$ cat config.mk
export PLATFORM = sky130hd
export DESIGN_NAME = psd_sqrt_cell
export DESIGN_NICKNAME = d
export VERILOG_FILES = /design/src/design/point_segment_distance_top_defines.svh /design/src/design/psd_pkg.sv /design/src/design/psd_sqrt_cell.sv
export SDC_FILE = /design/constraint.sdc
export NUM_CORES = 1
export LEC_CHECK = 0
export BUFFER_PORTS_ARGS = -buffer_cell sky130_fd_sc_hd__clkbuf_2
export CORE_AREA = 2 2 156 158
export CTS_CLUSTER_SIZE = 20
export DETAILED_ROUTE_END_ITERATION = 10
export DIE_AREA = 0 0 158 160
export PLACE_DENSITY = 0.68
export REMOVE_ABC_BUFFERS = 1
export SLEW_MARGIN = 5
export SYNTH_ARGS = -nofsm -noshare
export SYNTH_HDL_FRONTEND = slang
export SYNTH_SLANG_ARGS = --single-unit
export TNS_END_PERCENT = 20
$ cat constraint.sdc
create_clock -name clk -period 4.2 [get_ports clk]
set_input_delay 0.63 -clock clk [delete_from_list [all_inputs] [get_ports clk]]
set_output_delay 0.63 -clock clk [all_outputs]
set_load 0.02 [all_outputs]
$ cat src/design/point_segment_distance_top_defines.svh
// Assertion macros used by the point-to-segment distance top level
`ifndef POINT_SEGMENT_DISTANCE_TOP_DEFINES_SVH
`define POINT_SEGMENT_DISTANCE_TOP_DEFINES_SVH

// Same-cycle implication, disabled during reset
`define PSD_ASSERT_SAME(label, clk, rst, ante, cons) \
  label: assert property (@(posedge clk) disable iff (rst) (ante) |-> (cons)) \
    else $error("point_segment_distance same-cycle check failed");

// Next-cycle implication, disabled during reset
`define PSD_ASSERT_NEXT(label, clk, rst, ante, cons) \
  label: assert property (@(posedge clk) disable iff (rst) (ante) |=> (cons)) \
    else $error("point_segment_distance next-cycle check failed");

`endif

$ cat src/design/psd_pkg.sv
// Types and constants for the point-to-segment distance pipeline
`timescale 1ns / 1ps
package psd_pkg;

  localparam int CoordW = 32;
  localparam int DiffW  = 33;
  localparam int ProdW  = 66;
  localparam int SumW   = 67;
  localparam int RemW   = 68;
  localparam int QuotW  = 33;
  localparam int RootW  = 33;
  localparam int SqRemW = 36;
  localparam int DistW  = 33;
  localparam int Stages = 33;
  localparam int OffW   = ProdW - CoordW;

  typedef enum logic [1:0] {
    CASE_DEGEN  = 2'd0,
    CASE_BEFORE = 2'd1,
    CASE_AFTER  = 2'd2,
    CASE_INSIDE = 2'd3
  } psd_case_t;

  typedef struct packed {
    logic signed [CoordW-1:0] seg_start_x;
    logic signed [CoordW-1:0] seg_start_y;
    logic signed [CoordW-1:0] seg_end_x;
    logic signed [CoordW-1:0] seg_end_y;
    logic signed [CoordW-1:0] query_x;
    logic signed [CoordW-1:0] query_y;
  } psd_in_t;

  typedef struct packed {
    logic [DistW-1:0]         distance;
    logic signed [CoordW-1:0] closest_x;
    logic signed [CoordW-1:0] closest_y;
    logic [1:0]               where_case;
  } psd_out_t;

  typedef struct packed {
    psd_in_t                 pts;
    logic signed [DiffW-1:0] dx;
    logic signed [DiffW-1:0] dy;
    psd_case_t               kase;
  } psd_carry_t;

  typedef struct packed {
    logic signed [CoordW-1:0] cx;
    logic signed [CoordW-1:0] cy;
    psd_case_t                kase;
  } psd_pt_t;

  typedef struct packed {
    logic valid;
    logic adv;
  } psd_ctl_t;

endpackage

$ cat src/design/psd_sqrt_cell.sv
// One digit-by-digit square-root cell: yields one bit of the distance
`timescale 1ns / 1ps
module psd_sqrt_cell (
  input  logic                        clk,
  input  logic                        rst,
  input  psd_pkg::psd_ctl_t           src_ctl,
  input  logic [psd_pkg::ProdW-1:0]   src_v,
  input  logic [psd_pkg::SqRemW-1:0]  src_rem,
  input  logic [psd_pkg::RootW-1:0]   src_root,
  input  psd_pkg::psd_pt_t            src_pt,
  output logic                        dst_valid,
  output logic [psd_pkg::ProdW-1:0]   dst_v,
  output logic [psd_pkg::SqRemW-1:0]  dst_rem,
  output logic [psd_pkg::RootW-1:0]   dst_root,
  output psd_pkg::psd_pt_t            dst_pt
);
  import psd_pkg::*;

  logic [SqRemW-1:0] rem_sh;
  logic [SqRemW-1:0] trial;
  logic              ge;

  assign rem_sh = {src_rem[SqRemW-3:0], src_v[ProdW-1:ProdW-2]};
  assign trial  = {1'b0, src_root, 2'b01};
  assign ge     = rem_sh >= trial;

  always_ff @(posedge clk) begin
    if (rst) begin
      dst_valid <= 1'b0;
    end else if (src_ctl.adv) begin
      dst_valid <= src_ctl.valid;
    end
  end

  always_ff @(posedge clk) begin
    if (src_ctl.adv) begin
      dst_v    <= {src_v[ProdW-3:0], 2'b00};
      dst_rem  <= ge ? rem_sh - trial : rem_sh;
      dst_root <= {src_root[RootW-2:0], ge};
      dst_pt   <= src_pt;
    end
  end

endmodule

==> run metrics, run 1 <==
setup_tns 0 ns; Initial Util 36.4%; Critical Path Start Type input pin; Multi-input gate area ~2400 sq um; H-tree Lvls 4; placed cell count ~1300; Top delay family on crit path compound AO/OA/AOI/OAI gates; CP arrival ~3.5 ns; Async S/R FF share, synth 0%; pwr dens between 400 and 500 nW/um^2; TritonCTS Buffers 17; clk root buf clkbuf_16; Leakage between 5 and 6 nW; number of enable flip-flop cells after synthesis slightly below 200; vias per cell about 4.7; fin nets approximately 1200; Yosys cell types between 60 and 70; vias in the first global route about 6200; most frequent cells in the layout clkbuf_2 (401), edfxtp_1 (199), inv_1 (47); Post-DRT Antenna Nets 0; Placer Congestion ~0.8; largest net degree at the start of global routing 87; clock skew 0 ns; Clock Path Buffers 2; Max Cap Viol 0; GRT Util Overall 19.5%; Worst Path Buf+Inv 3; antenna violations before repair 12; I/O Pins just over 400; max incr delay on CP ~0.36 ns; PostCTS Resize Cnt 0; syn_area_per_cell approximately 16 sq um; total congestion overflow 0; Peak VDD IR approximately 0.00025 V; DRT iter0 DRCs between 200 and 300; status finished, final reports clean; final hold violation count 0; fin. max-slew vios 0; Port-buffer cells 402; final worst slack between 0.8 and 0.9 ns; DP HPWL 20.1 mm; FMAX just over 300 MHz; per-cell routed wire length 19.1 um; Clock Pin Slew Worst Setup and Hold Paths roughly 0.090 ns; Clk Latency, worst-skew pair 0.42 ns; total number of vias around 6100; Most used DFF post-synth edfxtp_1; first-pass GRT wire length ~36 mm; pre-CTS setup slack 0.421 ns; critical path's slowest cell a32oi_2; CP cell instances clkbuf_2, inv_1, ha_1, o21a_2, o311ai_2, a32oi_2, a41oi_4, o211a_4, o31a_4, o211a_4, inv_8, mux2_4; CP dominant cell by count o211a_4; final-layout fill cell count roughly 2200; RSZ-0062 raised after global routing no; FF/Latch Area 6000 sq um; Post-Syn Area about 8700 sq um; worst endpoint required time approximately 4.4 ns; hold crit path type input pin to register; Die W about 160 um; Seq cells post-synth 200; part of the Yosys area used for sequential elements 69.1%; crit end category register; Hold Path Origin src_v[41]; Final setup viols 0; cells after synthesis approximately 550; crit path time final roughly 3.3 ns; Die Area 25300 sq um; final worst-path cycle share between 70% and 80%; YS warnings 0; Setup Fix Bufs, Post-CTS 0; die height 160 um; Max FO, Critical Path 35; core area between 20000 and 25000 sq um; Area growth syn-to-layout 34.7%; row cnt between 50 and 60; DRT Pass-1 Iters 4; R2R Path Start dst_valid; launch point of the worst path src_root[1]; WHS approximately 0.36 ns; wirelength, routed 25.0 mm; Final Non-Filler Cells ~1300; commonest non-fill, non-tap cell in the layout clkbuf_2; Max-slew headroom 53.0%; fraction of layout instances using a drive strength above 1 between 50 and 60%; Worst-Margin Slew approximately 0.70 ns; total clock sinks 200; Crit Path Category input pin to register; CTS hold repair buffers 0; DRC viols 0; CTS tree built
[kinds of logic after synthesis]
kind of cell,count (synthesis),share of synthesized area [%]
AO/OA/AOI/OAI,99,8.27
XOR/XNOR,31,3.13
adder cells (fa/ha/maj),35,5.05
buffers and inverters,59,3.45
flip-flops,200,69.1
multiplexers,35,5.61
other,1,0.0432
AND/OR/NAND/NOR,91,5.31
[worst reg2reg max path, stage by stage (launching register included)]
cell	delay, ns
dfxtp_1	0.32
mux2i_1	0.12
nor2_1	0.06
[where the power goes]
| group | total (W) | internal, W | leakage (nW) | switching [W] |
|---|---|---|---|---|
| logic | 0.00105 | 0.000420 | 3.03 | 0.000628 |
| clock network | 0.00170 | 0.000825 | 0.301 | 0.000871 |
| registers | 0.00247 | 0.00242 | 1.96 | 0.0000508 |
[worst paths after layout]
kind,end,slack (ns),cells past startpoint
setup / recovery,dst_rem[23],0.89,12
hold / removal,dst_v[43],0.36,1
setup reg to reg,dst_valid,3.59,2
hold reg to reg,dst_valid,0.54,2
[cell type report]
cell class / instances / area share [%]
timing repair buffer: 407 / 17.7
multi-input combinational: 293 / 20.4
clock buffer: 17 / 3.64
sequential: 200 / 51.3
inverter: 48 / 1.61
tap: 324 / 3.47
clock inverter: 15 / 1.67
antenna: 8 / 0.171
[sequential cells by signal, indices dropped and copies added, names as in the netlist]
signal and count:
dst_valid 1, dst_root 33, dst_rem 36, dst_v 64
dst_pt 66
[metrics by stage]
stage	total power [W]	area, sq um	utilization, %
after floorplan	0.00314	8560	-
after global placement	0.00355	11000	46.3
after detailed placement	0.00357	11000	46.3
after CTS	0.00528	11700	49.0
after global routing	0.00544	11700	49.0
final	0.00521	11700	49.0
[metal layers]
layer | GRT usage (%) | vias to the layer above | share of wire (%)
met3 | 7.41 | 29 | 9.3
met1 | 21.2 | 2929 | 37
met2 | 34.2 | 221 | 52
met4 | 6.96 | 8 | 1.8
li1 | - | 2915 | -
met5 | 0 | - | 0.19
[synth_stat cells, drive strengths merged, types with 2 or more instances]
cell type,instances,area (sq um)
a21o,10,76.3
a21oi,30,150
a32oi,2,25.0
and2,4,26.3
and2b,2,16.3
and3,6,41.3
and4,2,17.5
buf,9,104
clkbuf,2,7.51
edfxtp,199,5980
ha,35,438
inv,48,188
mux2,31,447
mux2i,4,40.0
nand2,27,101
nand3,9,45.0
nand4,7,43.8
nor2,16,60.1
nor2b,2,12.5
nor3,7,35.0
nor3b,2,15.0
nor4,2,12.5
o211a,3,45.0
o211ai,5,37.5
o21a,7,53.8
o21ai,19,95.1
o21bai,4,30.0
o311ai,2,25.0
o41ai,2,17.5
or2,4,25.0
xnor2,18,158
xor2,13,114
Power figures use the tool's default switching activity.
==> inputs of run 2 (changes only) <==
==> constraint.sdc (replaced) <==
create_clock -name clk -period 3.3 [get_ports clk]
set_input_delay 0.495 -clock clk [delete_from_list [all_inputs] [get_ports clk]]
set_output_delay 0.495 -clock clk [all_outputs]
set_load 0.02 [all_outputs]
==> run 2 against run 1 <==
Against the previous run:
- combinational power rose by 34%
- global-route usage grew 0.23 points
- highest routed layer unchanged
- via count increased by 2.0%
- critical path type unchanged
- sequential power rose by 27%
- wire length up 0.61%
==> run metrics, run 2 (synthesized netlist as in run 1, its figures left out) <==
final worst-path cycle share approximately 88%; Register-to-Register Path Depth 2 (unchanged); fin. max-slew vios 0 (unchanged); hold path depth 2 (was 1); Crit Path Category input pin to register (unchanged); TritonCTS Buffers 17 (unchanged); antenna violations before repair 9 (was 12); WHS 0.224 ns (was 0.360 ns); hold crit path type input pin to register (unchanged); FF/Latch Area 6000 sq um (unchanged); Area growth syn-to-layout 39.0% (was 34.7%); crit path time final about 2.9 ns; Final setup viols 0 (unchanged); worst endpoint required time 3.56 ns (was 4.38 ns); final hold violation count 0 (unchanged); DRT Pass-1 Iters 4 (unchanged); Placed Area 11400 sq um (was 11000 sq um); Placer Congestion 0.816 (was 0.797); CTS tree built (unchanged); Initial Util 36.4% (unchanged); Clock Path Buffers 2 (unchanged); Clk Latency, worst-skew pair 0.43 ns (was 0.42 ns); fraction of layout instances using a drive strength above 1 52.2% (was 50.1%); Leakage 5.52 nW (was 5.29 nW); Biggest register dst_pt (unchanged); total number of vias 6225 (was 6102); FMAX between 300 and 400 MHz; Multi-input gate area 2380 sq um (unchanged); commonest non-fill, non-tap cell in the layout clkbuf_2 (unchanged); GRT Util Overall 19.7% (was 19.5%); RSZ-0062 raised after global routing no (unchanged); DRC viols 0 (unchanged); clk root buf clkbuf_16 (unchanged); vias per cell 4.60 (was 4.65); clock skew 0 ns (unchanged); FF-to-FF setup slack 2.70 ns (was 3.59 ns); row cnt 57 (unchanged); biggest regs dst_pt (66), dst_v (64), dst_rem (36) (unchanged); Peak VDD IR 0.000292 V (was 0.000247 V); fin nets 1251 (was 1207); Clock Pin Slew Worst Setup and Hold Paths 0.08 ns (was 0.09 ns); crit end category register (unchanged); DRT iter0 DRCs 337 (was 281); DP HPWL 20.3 mm (was 20.1 mm); final-layout fill cell count 2138 (was 2183); Port-buffer cells 402 (unchanged); Max Cap Viol 0 (unchanged); Die Area 25300 sq um (unchanged); CTS hold repair buffers 0 (unchanged); total clock sinks 200 (unchanged); first-pass GRT wire length 36.4 mm (was 36.2 mm); PostCTS Resize Cnt 0 (unchanged); Largest register FFs 66 (unchanged); most frequent cells in the layout clkbuf_2 (401), edfxtp_1 (199), inv_1 (47) (unchanged); post-route design area 12100 sq um (was 11700 sq um); status finished, final reports clean (unchanged); pwr dens 557 nW/um^2 (was 446 nW/um^2); Critical Path Start Type input pin (unchanged); Worst-Margin Slew 0.651 ns (was 0.705 ns); die height 160 um (unchanged); Post-DRT Antenna Nets 0 (unchanged); CP arrival 3.15 ns (was 3.49 ns); Max-slew headroom 56.6% (was 53.0%); total congestion overflow 0 (unchanged); largest net degree at the start of global routing 71 (was 87); Die W 158 um (unchanged); core area 23800 sq um (unchanged); H-tree Lvls 4 (unchanged); vias in the first global route 6334 (was 6192); Power, Total 0.00672 W (was 0.00521 W); per-cell routed wire length 18.6 um (was 19.1 um); Setup Fix Bufs, Post-CTS 0 (unchanged); I/O Pins 407 (unchanged); Max FO, Critical Path 4 (was 35); wirelength, routed 25.2 mm (was 25.0 mm)
[run 2: path summary, 6_finish.rpt]
| path | from | to |
|---|---|---|
| setup / recovery | src_root[0] | dst_rem[35] |
| hold / removal | rst | dst_valid |
| setup reg to reg | dst_valid | dst_valid |
| hold reg to reg | dst_valid | dst_valid |
[run 2: power by group]
group	internal (W)	switching, W
combinational	0.000598	0.000815
clock	0.00104	0.00112
sequential	0.00307	0.0000673
total	0.00472	0.00200
[run 2: layer usage]
metal / wire [um] / track usage (%) / share of wire, % / vias up
met5: 37 / 0 / 0.15 / -
met2: 12600 / 33.4 / 50 / 234
met4: 736 / 7.94 / 2.9 / 6
met1: 9860 / 22.8 / 39 / 2935
met3: 1910 / 6.51 / 7.6 / 42
li1: - / - / - / 3008
[run 2: layout make-up]
cell class	instances	share of cell area (%)
flip-flops and latches	200	49.7
repair buffers	451	20.3
multi-input cells	293	19.8
clock buffers	17	3.53
well taps	324	3.36
clock inverters	15	1.60
inverters	48	1.56
diodes	6	0.125
[run 2: worst max-delay path, cell delays in order]
cell       delay (ns)
clkbuf_2         0.09
inv_1            0.04
ha_1             0.28
buf_4            0.15
o21ai_0          0.13
a221oi_1         0.17
buf_4            0.17
o31ai_2          0.23
buf_4            0.18
a2bb2oi_1        0.19
buf_4            0.16
a21oi_1          0.11
a311o_1          0.38
or2_0            0.19
o21ai_0          0.18
[run 2: stage by stage]
step | util, % | worst slack, ns | TNS, ns | std cells
CTS | 50.5 | 0.389 | 0 | 1348
global route | 50.6 | 0.277 | 0 | 1354
floorplan | - | 0.0601 | 0 | 541
detailed placement | 47.9 | -0.0338 | -0.383 | 1316
finish | 50.6 | 0.405 | 0 | 1354
global placement | 47.9 | -0.0873 | -0.128 | 1316
