## src/design/point_segment_distance_top_defines.svh

```systemverilog
// Assertion macros used by the point-to-segment distance top level
`ifndef POINT_SEGMENT_DISTANCE_TOP_DEFINES_SVH
`define POINT_SEGMENT_DISTANCE_TOP_DEFINES_SVH

// Same-cycle implication, disabled during reset
`define PSD_ASSERT_SAME(label, clk, rst, ante, cons) \
  label: assert property (@(posedge clk) disable iff (rst) (ante) |-> (cons)) \
    else $error("point_segment_distance same-cycle check failed");

// Next-cycle implication, disabled during reset
`define PSD_ASSERT_NEXT(label, clk, rst, ante, cons) \
  label: assert property (@(posedge clk) disable iff (rst) (ante) |=> (cons)) \
    else $error("point_segment_distance next-cycle check failed");

`endif

```

## src/design/psd_pkg.sv

```systemverilog
// Types and constants for the point-to-segment distance pipeline
`timescale 1ns / 1ps
package psd_pkg;

  localparam int CoordW = 32;
  localparam int DiffW  = 33;
  localparam int ProdW  = 66;
  localparam int SumW   = 67;
  localparam int RemW   = 68;
  localparam int QuotW  = 33;
  localparam int RootW  = 33;
  localparam int SqRemW = 36;
  localparam int DistW  = 33;
  localparam int Stages = 33;
  localparam int OffW   = ProdW - CoordW;

  typedef enum logic [1:0] {
    CASE_DEGEN  = 2'd0,
    CASE_BEFORE = 2'd1,
    CASE_AFTER  = 2'd2,
    CASE_INSIDE = 2'd3
  } psd_case_t;

  typedef struct packed {
    logic signed [CoordW-1:0] seg_start_x;
    logic signed [CoordW-1:0] seg_start_y;
    logic signed [CoordW-1:0] seg_end_x;
    logic signed [CoordW-1:0] seg_end_y;
    logic signed [CoordW-1:0] query_x;
    logic signed [CoordW-1:0] query_y;
  } psd_in_t;

  typedef struct packed {
    logic [DistW-1:0]         distance;
    logic signed [CoordW-1:0] closest_x;
    logic signed [CoordW-1:0] closest_y;
    logic [1:0]               where_case;
  } psd_out_t;

  typedef struct packed {
    psd_in_t                 pts;
    logic signed [DiffW-1:0] dx;
    logic signed [DiffW-1:0] dy;
    psd_case_t               kase;
  } psd_carry_t;

  typedef struct packed {
    logic signed [CoordW-1:0] cx;
    logic signed [CoordW-1:0] cy;
    psd_case_t                kase;
  } psd_pt_t;

  typedef struct packed {
    logic valid;
    logic adv;
  } psd_ctl_t;

endpackage

```

## src/design/psd_div_cell.sv

```systemverilog
// One restoring-division cell: yields one quotient bit of the projection parameter
`timescale 1ns / 1ps
module psd_div_cell (
  input  logic                       clk,
  input  logic                       rst,
  input  psd_pkg::psd_ctl_t          src_ctl,
  input  logic [psd_pkg::RemW-1:0]   src_rem,
  input  logic [psd_pkg::SumW-1:0]   src_len2,
  input  logic [psd_pkg::QuotW-1:0]  src_q,
  input  psd_pkg::psd_carry_t        src_carry,
  output logic                       dst_valid,
  output logic [psd_pkg::RemW-1:0]   dst_rem,
  output logic [psd_pkg::SumW-1:0]   dst_len2,
  output logic [psd_pkg::QuotW-1:0]  dst_q,
  output psd_pkg::psd_carry_t        dst_carry
);
  import psd_pkg::*;

  logic            ge;
  logic [RemW-1:0] diff;

  assign ge   = src_rem >= {1'b0, src_len2};
  assign diff = ge ? src_rem - {1'b0, src_len2} : src_rem;

  always_ff @(posedge clk) begin
    if (rst) begin
      dst_valid <= 1'b0;
    end else if (src_ctl.adv) begin
      dst_valid <= src_ctl.valid;
    end
  end

  always_ff @(posedge clk) begin
    if (src_ctl.adv) begin
      dst_rem   <= {diff[RemW-2:0], 1'b0};
      dst_len2  <= src_len2;
      dst_q     <= {src_q[QuotW-2:0], ge};
      dst_carry <= src_carry;
    end
  end

endmodule

```

## config.mk

```make
export PLATFORM = sky130hd
export DESIGN_NAME = psd_div_cell
export DESIGN_NICKNAME = d
export VERILOG_FILES = /design/src/design/point_segment_distance_top_defines.svh /design/src/design/psd_pkg.sv /design/src/design/psd_div_cell.sv
export SDC_FILE = /design/constraint.sdc
export NUM_CORES = 1
export LEC_CHECK = 0
export BUFFER_PORTS_ARGS = -buffer_cell sky130_fd_sc_hd__buf_2
export CAP_MARGIN = 20
export CELL_PAD_IN_SITES_DETAIL_PLACEMENT = 1
export CELL_PAD_IN_SITES_GLOBAL_PLACEMENT = 1
export CORE_AREA = 2 2 338 340
export DETAILED_ROUTE_END_ITERATION = 12
export DIE_AREA = 0 0 340 342
export GPL_ROUTABILITY_DRIVEN = 0
export PLACE_DENSITY = 0.38
export SKIP_CTS_REPAIR_TIMING = 1
export SLEW_MARGIN = 15
export SYNTH_ARGS = -nofsm -noshare
export SYNTH_HDL_FRONTEND = slang
export SYNTH_SLANG_ARGS = --single-unit
export TNS_END_PERCENT = 20
```

## constraint.sdc

```tcl
create_clock -name clk -period 8.5 [get_ports clk]
set_input_delay 0.85 -clock clk [delete_from_list [all_inputs] [get_ports clk]]
set_output_delay 0.85 -clock clk [all_outputs]
set_load 0.1 [all_outputs]
```

==> flow_summary.json, run 1 <==
{
  "outcome": "complete, no violations",
  "yosys.area.top_type_share_pct": 71.5,
  "power_density_mw_per_mm2": 283,
  "grt_pass1_wl_um": 128000,
  "synth-xor-area-share_pct": 3.08,
  "clk_pin_slew_ns": 0.06,
  "synthSimpleGateAreaFrac_pct": 6.77,
  "drv_cap": 0,
  "holdPathEnd": "dst_valid",
  "seq_area_frac_synth_pct": 71.6,
  "crit_path_max_fanout": 4,
  "slew_violations": 0,
  "synth_top_family_by_area": "compound AO/OA/AOI/OAI gates",
  "critPathLaunchType": "primary input",
  "layout-drive-gt1-share_pct": 43.4,
  "initial_core_util_pct": 15.9,
  "rows": 124,
  "synthMuxAreaShare_pct": 0.0558,
  "synth_ff_type": "edfxtp_1",
  "nets": 2670,
  "min_from": "rst",
  "clockBufferDepth": 3,
  "core-area_mm2": 0.113,
  "tightest_slew_ns": 0.961,
  "cts_tree": "built",
  "power.leakage_nw": 10.8,
  "r2r-start": "dst_valid",
  "die-area_mm2": 0.116,
  "syn_area_mm2": 0.0179,
  "hpwl_um": 81800,
  "synth_compound_area_share_pct": 10.6,
  "synth.ff_latch_count": 428,
  "period_share_pct": 52.4,
  "die_h_um": 342,
  "numCtsBuffers": 56,
  "grt_setup_unrepaired": "no",
  "setup_violations": 0,
  "crit_required_ns": 8.86,
  "regToRegEndpoint": "dst_valid",
  "vias_per_cell": 3.90,
  "clk_latency_ns": 0.63,
  "crit_type": "primary input to flop",
  "post-route-drc-count": 0,
  "synth_edf_count": 427,
  "grt_pass1_vias": 15400,
  "ant_nets": 0,
  "fmax_mhz": 224,
  "finalHoldViolCount": 0,
  "pin_count": 861,
  "hp-class": "primary input to flop",
  "dp.cells": 3624,
  "yosys.area.top_type": "edfxtp_1",
  "fin_util_pct": 22.9,
  "endpoint_kind": "flop",
  "slew_headroom_pct": 35.9,
  "regArea_mm2": 0.0128,
  "vdd_drop_max_v": 0.000127,
  "root_buffer": "clkbuf_16",
  "skew_ns": 0,
  "drt-total-wl_um": 95900,
  "async_flop_share_pct": 0,
  "place_area_mm2": 0.0240,
  "regToRegSetupSlack_ns": 7.90,
  "multi_input_area_mm2": 0.00454,
  "die_w_um": 340,
  "finalSetupTns_ns": 0,
  "wl_per_cell_um": 25.6,
  "synth_area_leaders": "edfxtp_1, ha_1, nand2_1",
  "layout_min_cycle_time_ns": 4.45,
  "antenna_found_initial": 118,
  "synth.avg_cell_area_um2": 13.9,
  "cts-htree-levels": 2,
  "area_growth_pct": 44.5,
  "first_pass_iters": 4,
  "numClockSinks": 428,
  "fin_area_mm2": 0.0259,
  "fin_cells": 3743,
  "critPathArrivalTime_ns": 4.81,
  "min_path_cells": 2,
  "r2r_cells": 2,
  "yosys_warnings": 0,
  "track_usage_pct": 15.8,
  "synth_cell_types": 56,
  "synthAdderAreaFrac_pct": 4.78,
  "grt_max_degree": 124,
  "num_vias": 14600,
  "grt-ovfl-total": 0,
  "nFillCells": 12900,
  "syn_inst": 1293,
  "port_buffers": 858,
  "drt_iter0_markers": 669,
  "syn_nets": 1793
}
synth_stat cells, types with 2 or more instances:
library cell	number
ha_1	67
nand4_1	33
and3_1	3
nand3_1	7
nand2b_1	8
a21o_1	18
xor2_1	25
xnor2_1	38
o21ai_0	84
nor3_1	14
nand2_1	136
a31oi_1	9
o211ai_1	6
a31o_2	2
a211oi_1	8
edfxtp_1	427
buf_2	16
a2111oi_0	5
a21boi_0	2
o21a_1	8
or2_2	3
a221oi_1	2
inv_1	93
o31ai_1	6
o21ai_1	32
a311oi_1	2
o21bai_1	23
nor2_1	52
clkbuf_1	29
a21oi_1	97
nor2b_1	7
or3_1	7
layout by cell type (no fill, tap or decap), drive strengths merged, types with 17 or more instances in the layout:
cell type / count
clkbuf: 65
xnor2: 38
nor2: 52
o21ai: 116
clkinv: 23
inv: 98
ha: 67
buf: 866
nand4: 33
edfxtp: 427
o21bai: 23
xor2: 25
a21oi: 98
a21o: 18
nand2: 136
diode: 17
state kept, by name (all words and copies together), names as in the netlist:
register / cells
dst_carry: 260
dst_len2: 67
dst_valid: 1
dst_rem: 67
dst_q: 33
logic make-up after synthesis:
logic type	count (synthesis)
adders and majority gates	68
DFF	428
buffers and inverters	141
xor gates and xnor gates	63
and+or+nand+nor	273
muxes	1
other	1
AOI/OAI and AO/OA	318
power by group:
group	switching, mW	internal (mW)	total [mW]
logic	1.94	0.355	2.30
registers	0.0523	2.56	2.61
clock network	0.986	1.44	2.43
critical path, stage by stage:
cell and delay [ns]:
buf_2 0.11, inv_1 0.05, ha_1 0.19, inv_1 0.07
fa_1 0.42, a211oi_1 0.37, o21ai_0 0.19, o211ai_1 0.25
a21oi_1 0.24, o21bai_1 0.47, nand2_1 0.26, a31oi_1 0.70
o31ai_1 0.29, xnor2_1 0.23, o21ai_0 0.12
metal layers:
layer | part of all wire (%) | wire length [um] | up-vias | track usage, %
met5 | 0.23 | 218 | - | 0
met4 | 3.5 | 3330 | 32 | 3.63
met3 | 10 | 9900 | 273 | 7.24
met2 | 52 | 49900 | 688 | 30.0
met1 | 34 | 32600 | 7025 | 15.6
li1 | - | - | 6579 | -
metrics by stage:
step / hold WS (ns) / power [mW] / setup slack, ns
5_1_grt: 0.314 / 7.64 / 3.72
3_5_place_dp: 0.506 / 4.98 / 3.38
4_1_cts: 0.292 / 7.48 / 4.08
6_report: 0.374 / 7.34 / 4.05
2_1_floorplan: 0.922 / 4.41 / 4.87
3_3_place_gp: 0.504 / 4.98 / 3.38
worst max-delay path by stage:
stage	from	end	depth (start not counted)
after floorplan	src_rem[0]	dst_rem[63]	14
after global placement	src_rem[0]	dst_rem[23]	14
after detailed placement	src_rem[0]	dst_rem[18]	14
after CTS	src_rem[0]	dst_rem[19]	14
after global routing	src_rem[0]	dst_rem[18]	14
final	src_rem[0]	dst_rem[51]	15
area by class of cell:
cell class	instances	area share, %
antenna	17	0.164
clock buffer	65	5.62
inverter	94	1.38
sequential	428	49.5
timing repair buffer	866	16.9
clock inverter	37	1.56
multi-input combinational	724	17.5
tap	1512	7.30
Note: power is estimated with default switching activity, not from simulation.
==> run 2: changes to the inputs <==
CORE_AREA = 2 2 331 333   (was 2 2 338 340)
DIE_AREA = 0 0 333 335   (was 0 0 340 342)
PLACE_DENSITY = 0.4   (was 0.38)
clock period = 4.4 ns   (was 8.5 ns; I/O delays follow)
==> flow_summary.json, run 2 (synthesis gave the netlist of run 1 again) <==
{
  "outcome": "complete, no violations",
  "area_growth_pct": 63.9,
  "num_vias": 15900,
  "largest_reg_flops": 260,
  "finalHoldViolCount": 0,
  "skew_ns": 0,
  "endpoint_kind": "flop",
  "nets": 3042,
  "cts-htree-levels": 2,
  "cp_cell_sequence": "dlygate4sd3_1, buf_2, inv_1, ha_1, a21o_1, a21oi_1, a211oi_1, o21ai_0, a2111oi_0, buf_4, o21ai_0, a21oi_1, buf_4, o21ai_0, buf_4, a311oi_2",
  "numCtsBuffers": 55,
  "initial_core_util_pct": 16.6,
  "cts_tree": "built",
  "grt-ovfl-total": 0,
  "finalSetupTns_ns": 0,
  "die_w_um": 333,
  "grt_max_degree": 84,
  "layout-drive-gt1-share_pct": 38.0,
  "period_share_pct": 95.2,
  "dp_slack_ns": 0.132,
  "drv_cap": 0,
  "hp-class": "primary input to flop",
  "clkPwrFrac_pct": 31.1,
  "fin_ws_ns": 0.210,
  "critPathTopFamily": "compound AO/OA/AOI/OAI gates",
  "power_density_mw_per_mm2": 485,
  "vdd_drop_max_v": 0.000257,
  "slew_violations": 0,
  "crit_slowest_cell": "o21ai_0",
  "clk_pin_slew_ns": 0.06,
  "slowest_delay_ns": 0.63,
  "crit_path_start": "src_len2[3]",
  "min_from": "src_carry[77]",
  "die-area_mm2": 0.112,
  "r2r-start": "dst_valid",
  "tightest_slew_ns": 0.831,
  "critPathLaunchType": "primary input",
  "p_sw_mw": 5.81,
  "p_comb_share_pct": 33.5,
  "intPower_mw": 8.46,
  "crit_required_ns": 4.77,
  "hpwl_um": 82100,
  "grt_pass1_vias": 15700,
  "timing.hold.ws_ns": 0.0411,
  "drt_iter0_markers": 717,
  "core-area_mm2": 0.108,
  "layout_min_cycle_time_ns": 4.19,
  "setup_violations": 0,
  "largestRegisters": "dst_carry: 260 flops, dst_len2: 67 flops, dst_rem: 67 flops",
  "crit_path_max_fanout": 5,
  "swShare_pct": 40.7,
  "numClockSinks": 428,
  "drt-total-wl_um": 97900,
  "cp_num_buf_inv": 6,
  "grt_pass1_wl_um": 129000,
  "grt_setup_unrepaired": "no",
  "pin_count": 861,
  "fmax_mhz": 239,
  "wl_per_cell_um": 24.3,
  "rows": 121,
  "final_cell_mix": "buf_2, edfxtp_1, dlygate4sd3_1",
  "p_seq_share_pct": 35.4,
  "mostFrequentLayoutCell": "buf_2",
  "port_buffers": 858,
  "crit_type": "primary input to flop",
  "clk_latency_ns": 0.61,
  "first_pass_iters": 5,
  "root_buffer": "clkbuf_16",
  "nFillCells": 12300,
  "slew_headroom_pct": 44.6,
  "critPathArrivalTime_ns": 4.56,
  "clockBufferDepth": 3,
  "vias_per_cell": 3.96,
  "antenna_found_initial": 78,
  "die_h_um": 335,
  "post-route-drc-count": 0,
  "top_register": "dst_carry",
  "ant_nets": 0,
  "track_usage_pct": 16.6,
  "power.leakage_nw": 12.3
}
run 2: final timing paths:
| kind | end | slack (ns) | cells after the start |
|---|---|---|---|
| min reg2reg | dst_valid | 0.56 | 2 |
| max reg2reg | dst_valid | 3.76 | 2 |
| min | dst_carry[77] | 0.04 | 1 |
| max | dst_rem[64] | 0.21 | 16 |
run 2: layout make-up:
class | count | area, um^2 | area share, %
diodes | 25 | 62.6 | 0.213
clock inverters | 29 | 298 | 1.01
well taps | 1414 | 1770 | 6.02
multi-input cells | 724 | 4540 | 15.4
flip-flops and latches | 428 | 12800 | 43.7
inverters | 94 | 358 | 1.22
repair buffers | 1239 | 8100 | 27.5
clock buffers | 70 | 1430 | 4.87
run 2: routing by layer:
metal	GRT usage, %	share of wire [%]
met5	0	0.20
met4	4.32	2.4
met3	6.63	8.7
met2	30.1	51
met1	17.7	37
run 2: worst register-to-register path, stage by stage (launching register included):
cell and delay, ns:
dfxtp_1 0.32, mux2i_1 0.16, nor2_1 0.06
run 2: stage by stage:
| step | instances | power, mW | cell area [um^2] | utilization (%) |
|---|---|---|---|---|
| after global routing | 4010 | 14.8 | 29400 | 27.2 |
| after detailed placement | 3556 | 9.67 | 24200 | 22.4 |
| final | 4023 | 14.3 | 29400 | 27.2 |
| after global placement | 3556 | 9.65 | 24200 | 22.4 |
| after CTS | 3655 | 14.2 | 25900 | 24.0 |
| after floorplan | 1293 | 8.52 | 17900 | - |
run 2: power groups by stage:
| stage | combinational (mW) | sequential (mW) | clock (mW) |
|---|---|---|---|
| floorplan | 0.653 | 7.86 | 0 |
| CTS | 4.54 | 5.06 | 4.63 |
| detailed placement | 4.53 | 5.14 | 0 |
| global route | 4.99 | 5.09 | 4.74 |
| global placement | 4.51 | 5.14 | 0 |
| finish | 4.78 | 5.06 | 4.43 |
==> run 3: changes to the inputs <==
--- a/config.mk
+++ b/config.mk
@@ -11,7 +11,8 @@
 export CELL_PAD_IN_SITES_GLOBAL_PLACEMENT = 1
-export CORE_AREA = 2 2 331 333
+export CORE_AREA = 2 2 337 339
+export CTS_BUF_LIST = sky130_fd_sc_hd__clkbuf_4 sky130_fd_sc_hd__clkbuf_8
 export DETAILED_ROUTE_END_ITERATION = 12
-export DIE_AREA = 0 0 333 335
+export DIE_AREA = 0 0 339 341
 export GPL_ROUTABILITY_DRIVEN = 0
-export PLACE_DENSITY = 0.4
+export PLACE_DENSITY = 0.38
 export SKIP_CTS_REPAIR_TIMING = 1
==> constraint.sdc (replaced) <==
create_clock -name clk -period 4.4 [get_ports clk]
set_input_delay 0.66 -clock clk [delete_from_list [all_inputs] [get_ports clk]]
set_output_delay 0.66 -clock clk [all_outputs]
set_load 0.1 [all_outputs]
==> flow_summary.json, run 3 (synthesis gave the netlist of run 1 again) <==
{
  "outcome": "complete, no violations",
  "crit_slowest_cell": "a2111oi_0",
  "fin_util_pct": 23.3,
  "p_sw_mw": 5.79,
  "initial_core_util_pct": 16.0,
  "layout_min_cycle_time_ns": 3.57,
  "grt-ovfl-total": 0,
  "endpoint_kind": "flop",
  "critPathArrivalTime_ns": 4.04,
  "pin_count": 861,
  "crit_required_ns": 4.87,
  "clk_pin_slew_ns": 0.06,
  "r2r-start": "dst_valid",
  "numCtsBuffers": 85,
  "power_density_mw_per_mm2": 526,
  "intPower_mw": 7.94,
  "cts_tree": "built",
  "grt_setup_unrepaired": "no",
  "die_w_um": 339,
  "area_growth_pct": 45.6,
  "grt_pass1_vias": 16000,
  "p_comb_share_pct": 32.8,
  "drt-total-wl_um": 94800,
  "vias_per_cell": 3.87,
  "crit_type": "primary input to flop",
  "p_seq_share_pct": 36.8,
  "finalSetupTns_ns": 0,
  "ant_nets": 0,
  "clkPwrFrac_pct": 30.5,
  "place_area_mm2": 0.0244,
  "swShare_pct": 42.2,
  "grt_max_degree": 87,
  "layout-drive-gt1-share_pct": 45.6,
  "cp_cell_sequence": "buf_2, inv_1, ha_1, inv_1, fa_1, a211oi_1, o21ai_0, o211ai_1, a21oi_1, o21bai_1, buf_4, a2111oi_0, buf_4, o21a_1, o21a_1, o21ai_0, a31o_1",
  "grt_pass1_wl_um": 129000,
  "core-area_mm2": 0.112,
  "crit_path_max_fanout": 4,
  "die-area_mm2": 0.116,
  "die_h_um": 341,
  "numClockSinks": 428,
  "clockBufferDepth": 3,
  "fmax_mhz": 280,
  "fin_area_mm2": 0.0261,
  "period_share_pct": 81.1,
  "clk_latency_ns": 0.71,
  "drv_cap": 0,
  "hpwl_um": 80400,
  "hp-class": "primary input to flop",
  "slew_violations": 0,
  "crit_path_start": "src_rem[0]",
  "wl_per_cell_um": 24.8,
  "root_buffer": "clkbuf_8",
  "post-route-drc-count": 0,
  "timing.hold.ws_ns": 0.0916,
  "nets": 2741,
  "largest_reg_flops": 260,
  "port_buffers": 858,
  "power.leakage_nw": 11.0,
  "top_register": "dst_carry",
  "drt_iter0_markers": 737,
  "slowest_delay_ns": 0.59,
  "vdd_drop_max_v": 0.000214,
  "rows": 123,
  "critPathLaunchType": "primary input",
  "r2r_cells": 2,
  "mostFrequentLayoutCell": "buf_2",
  "track_usage_pct": 15.9,
  "final_cell_mix": "buf_2, edfxtp_1, nand2_1",
  "slew_headroom_pct": 51.2,
  "skew_ns": 0,
  "nFillCells": 12800,
  "min_path_cells": 1,
  "setup_violations": 0,
  "largestRegisters": "dst_carry: 260 flops, dst_len2: 67 flops, dst_rem: 67 flops",
  "antenna_found_initial": 118,
  "cts-htree-levels": 3,
  "tightest_slew_ns": 0.733,
  "min_from": "src_carry[161]",
  "num_vias": 14800,
  "first_pass_iters": 4,
  "finalHoldViolCount": 0
}
[run 3: final cells by class]
class                   instances  area (um^2)  share of cell area, %
flip-flops and latches        428        12800                   49.2
repair buffers                908         4770                   18.3
multi-input cells             724         4540                   17.4
well taps                    1500         1880                   7.18
clock buffers                 115         1400                   5.34
inverters                      94          358                   1.37
clock inverters                36          295                   1.13
diodes                         18         45.0                  0.172
[run 3: worst max-delay path: cells and delay by family]
| kind | cells | cell delay (ns) |
|---|---|---|
| buffers and inverters | 5 | 0.59 |
| AOI/OAI and AO/OA | 10 | 2.33 |
| adders and majority gates | 2 | 0.45 |
[run 3: worst paths after layout]
kind	endpoint	slack (ns)
setup / recovery	dst_rem[63]	0.83
hold / removal	dst_carry[161]	0.09
setup reg to reg	dst_valid	3.82
hold reg to reg	dst_valid	0.50
[run 3: power groups by stage]
stage          logic [mW]  registers (mW)  clock network, mW
6_report             4.50            5.05               4.18
4_1_cts              4.55            5.06               4.43
3_3_place_gp         4.54            5.14                  0
3_5_place_dp         4.55            5.14                  0
5_1_grt              4.70            5.09               4.57
2_1_floorplan       0.653            7.86                  0
[run 3: metrics by stage]
step / std cells / worst slack (ns) / power [mW]
final: 3823 / 0.832 / 13.7
after floorplan: 1293 / 0.958 / 8.52
after CTS: 3804 / 0.927 / 14.0
after global routing: 3812 / 0.556 / 14.4
after global placement: 3653 / 0.0773 / 9.68
after detailed placement: 3653 / 0.0984 / 9.68
[run 3: metal layers]
layer / global-route usage [%] / wire length, um
met1: 16.2 / 33100
met2: 29.5 / 49200
met3: 6.12 / 8440
met4: 5.44 / 3990
met5: 0 / 136
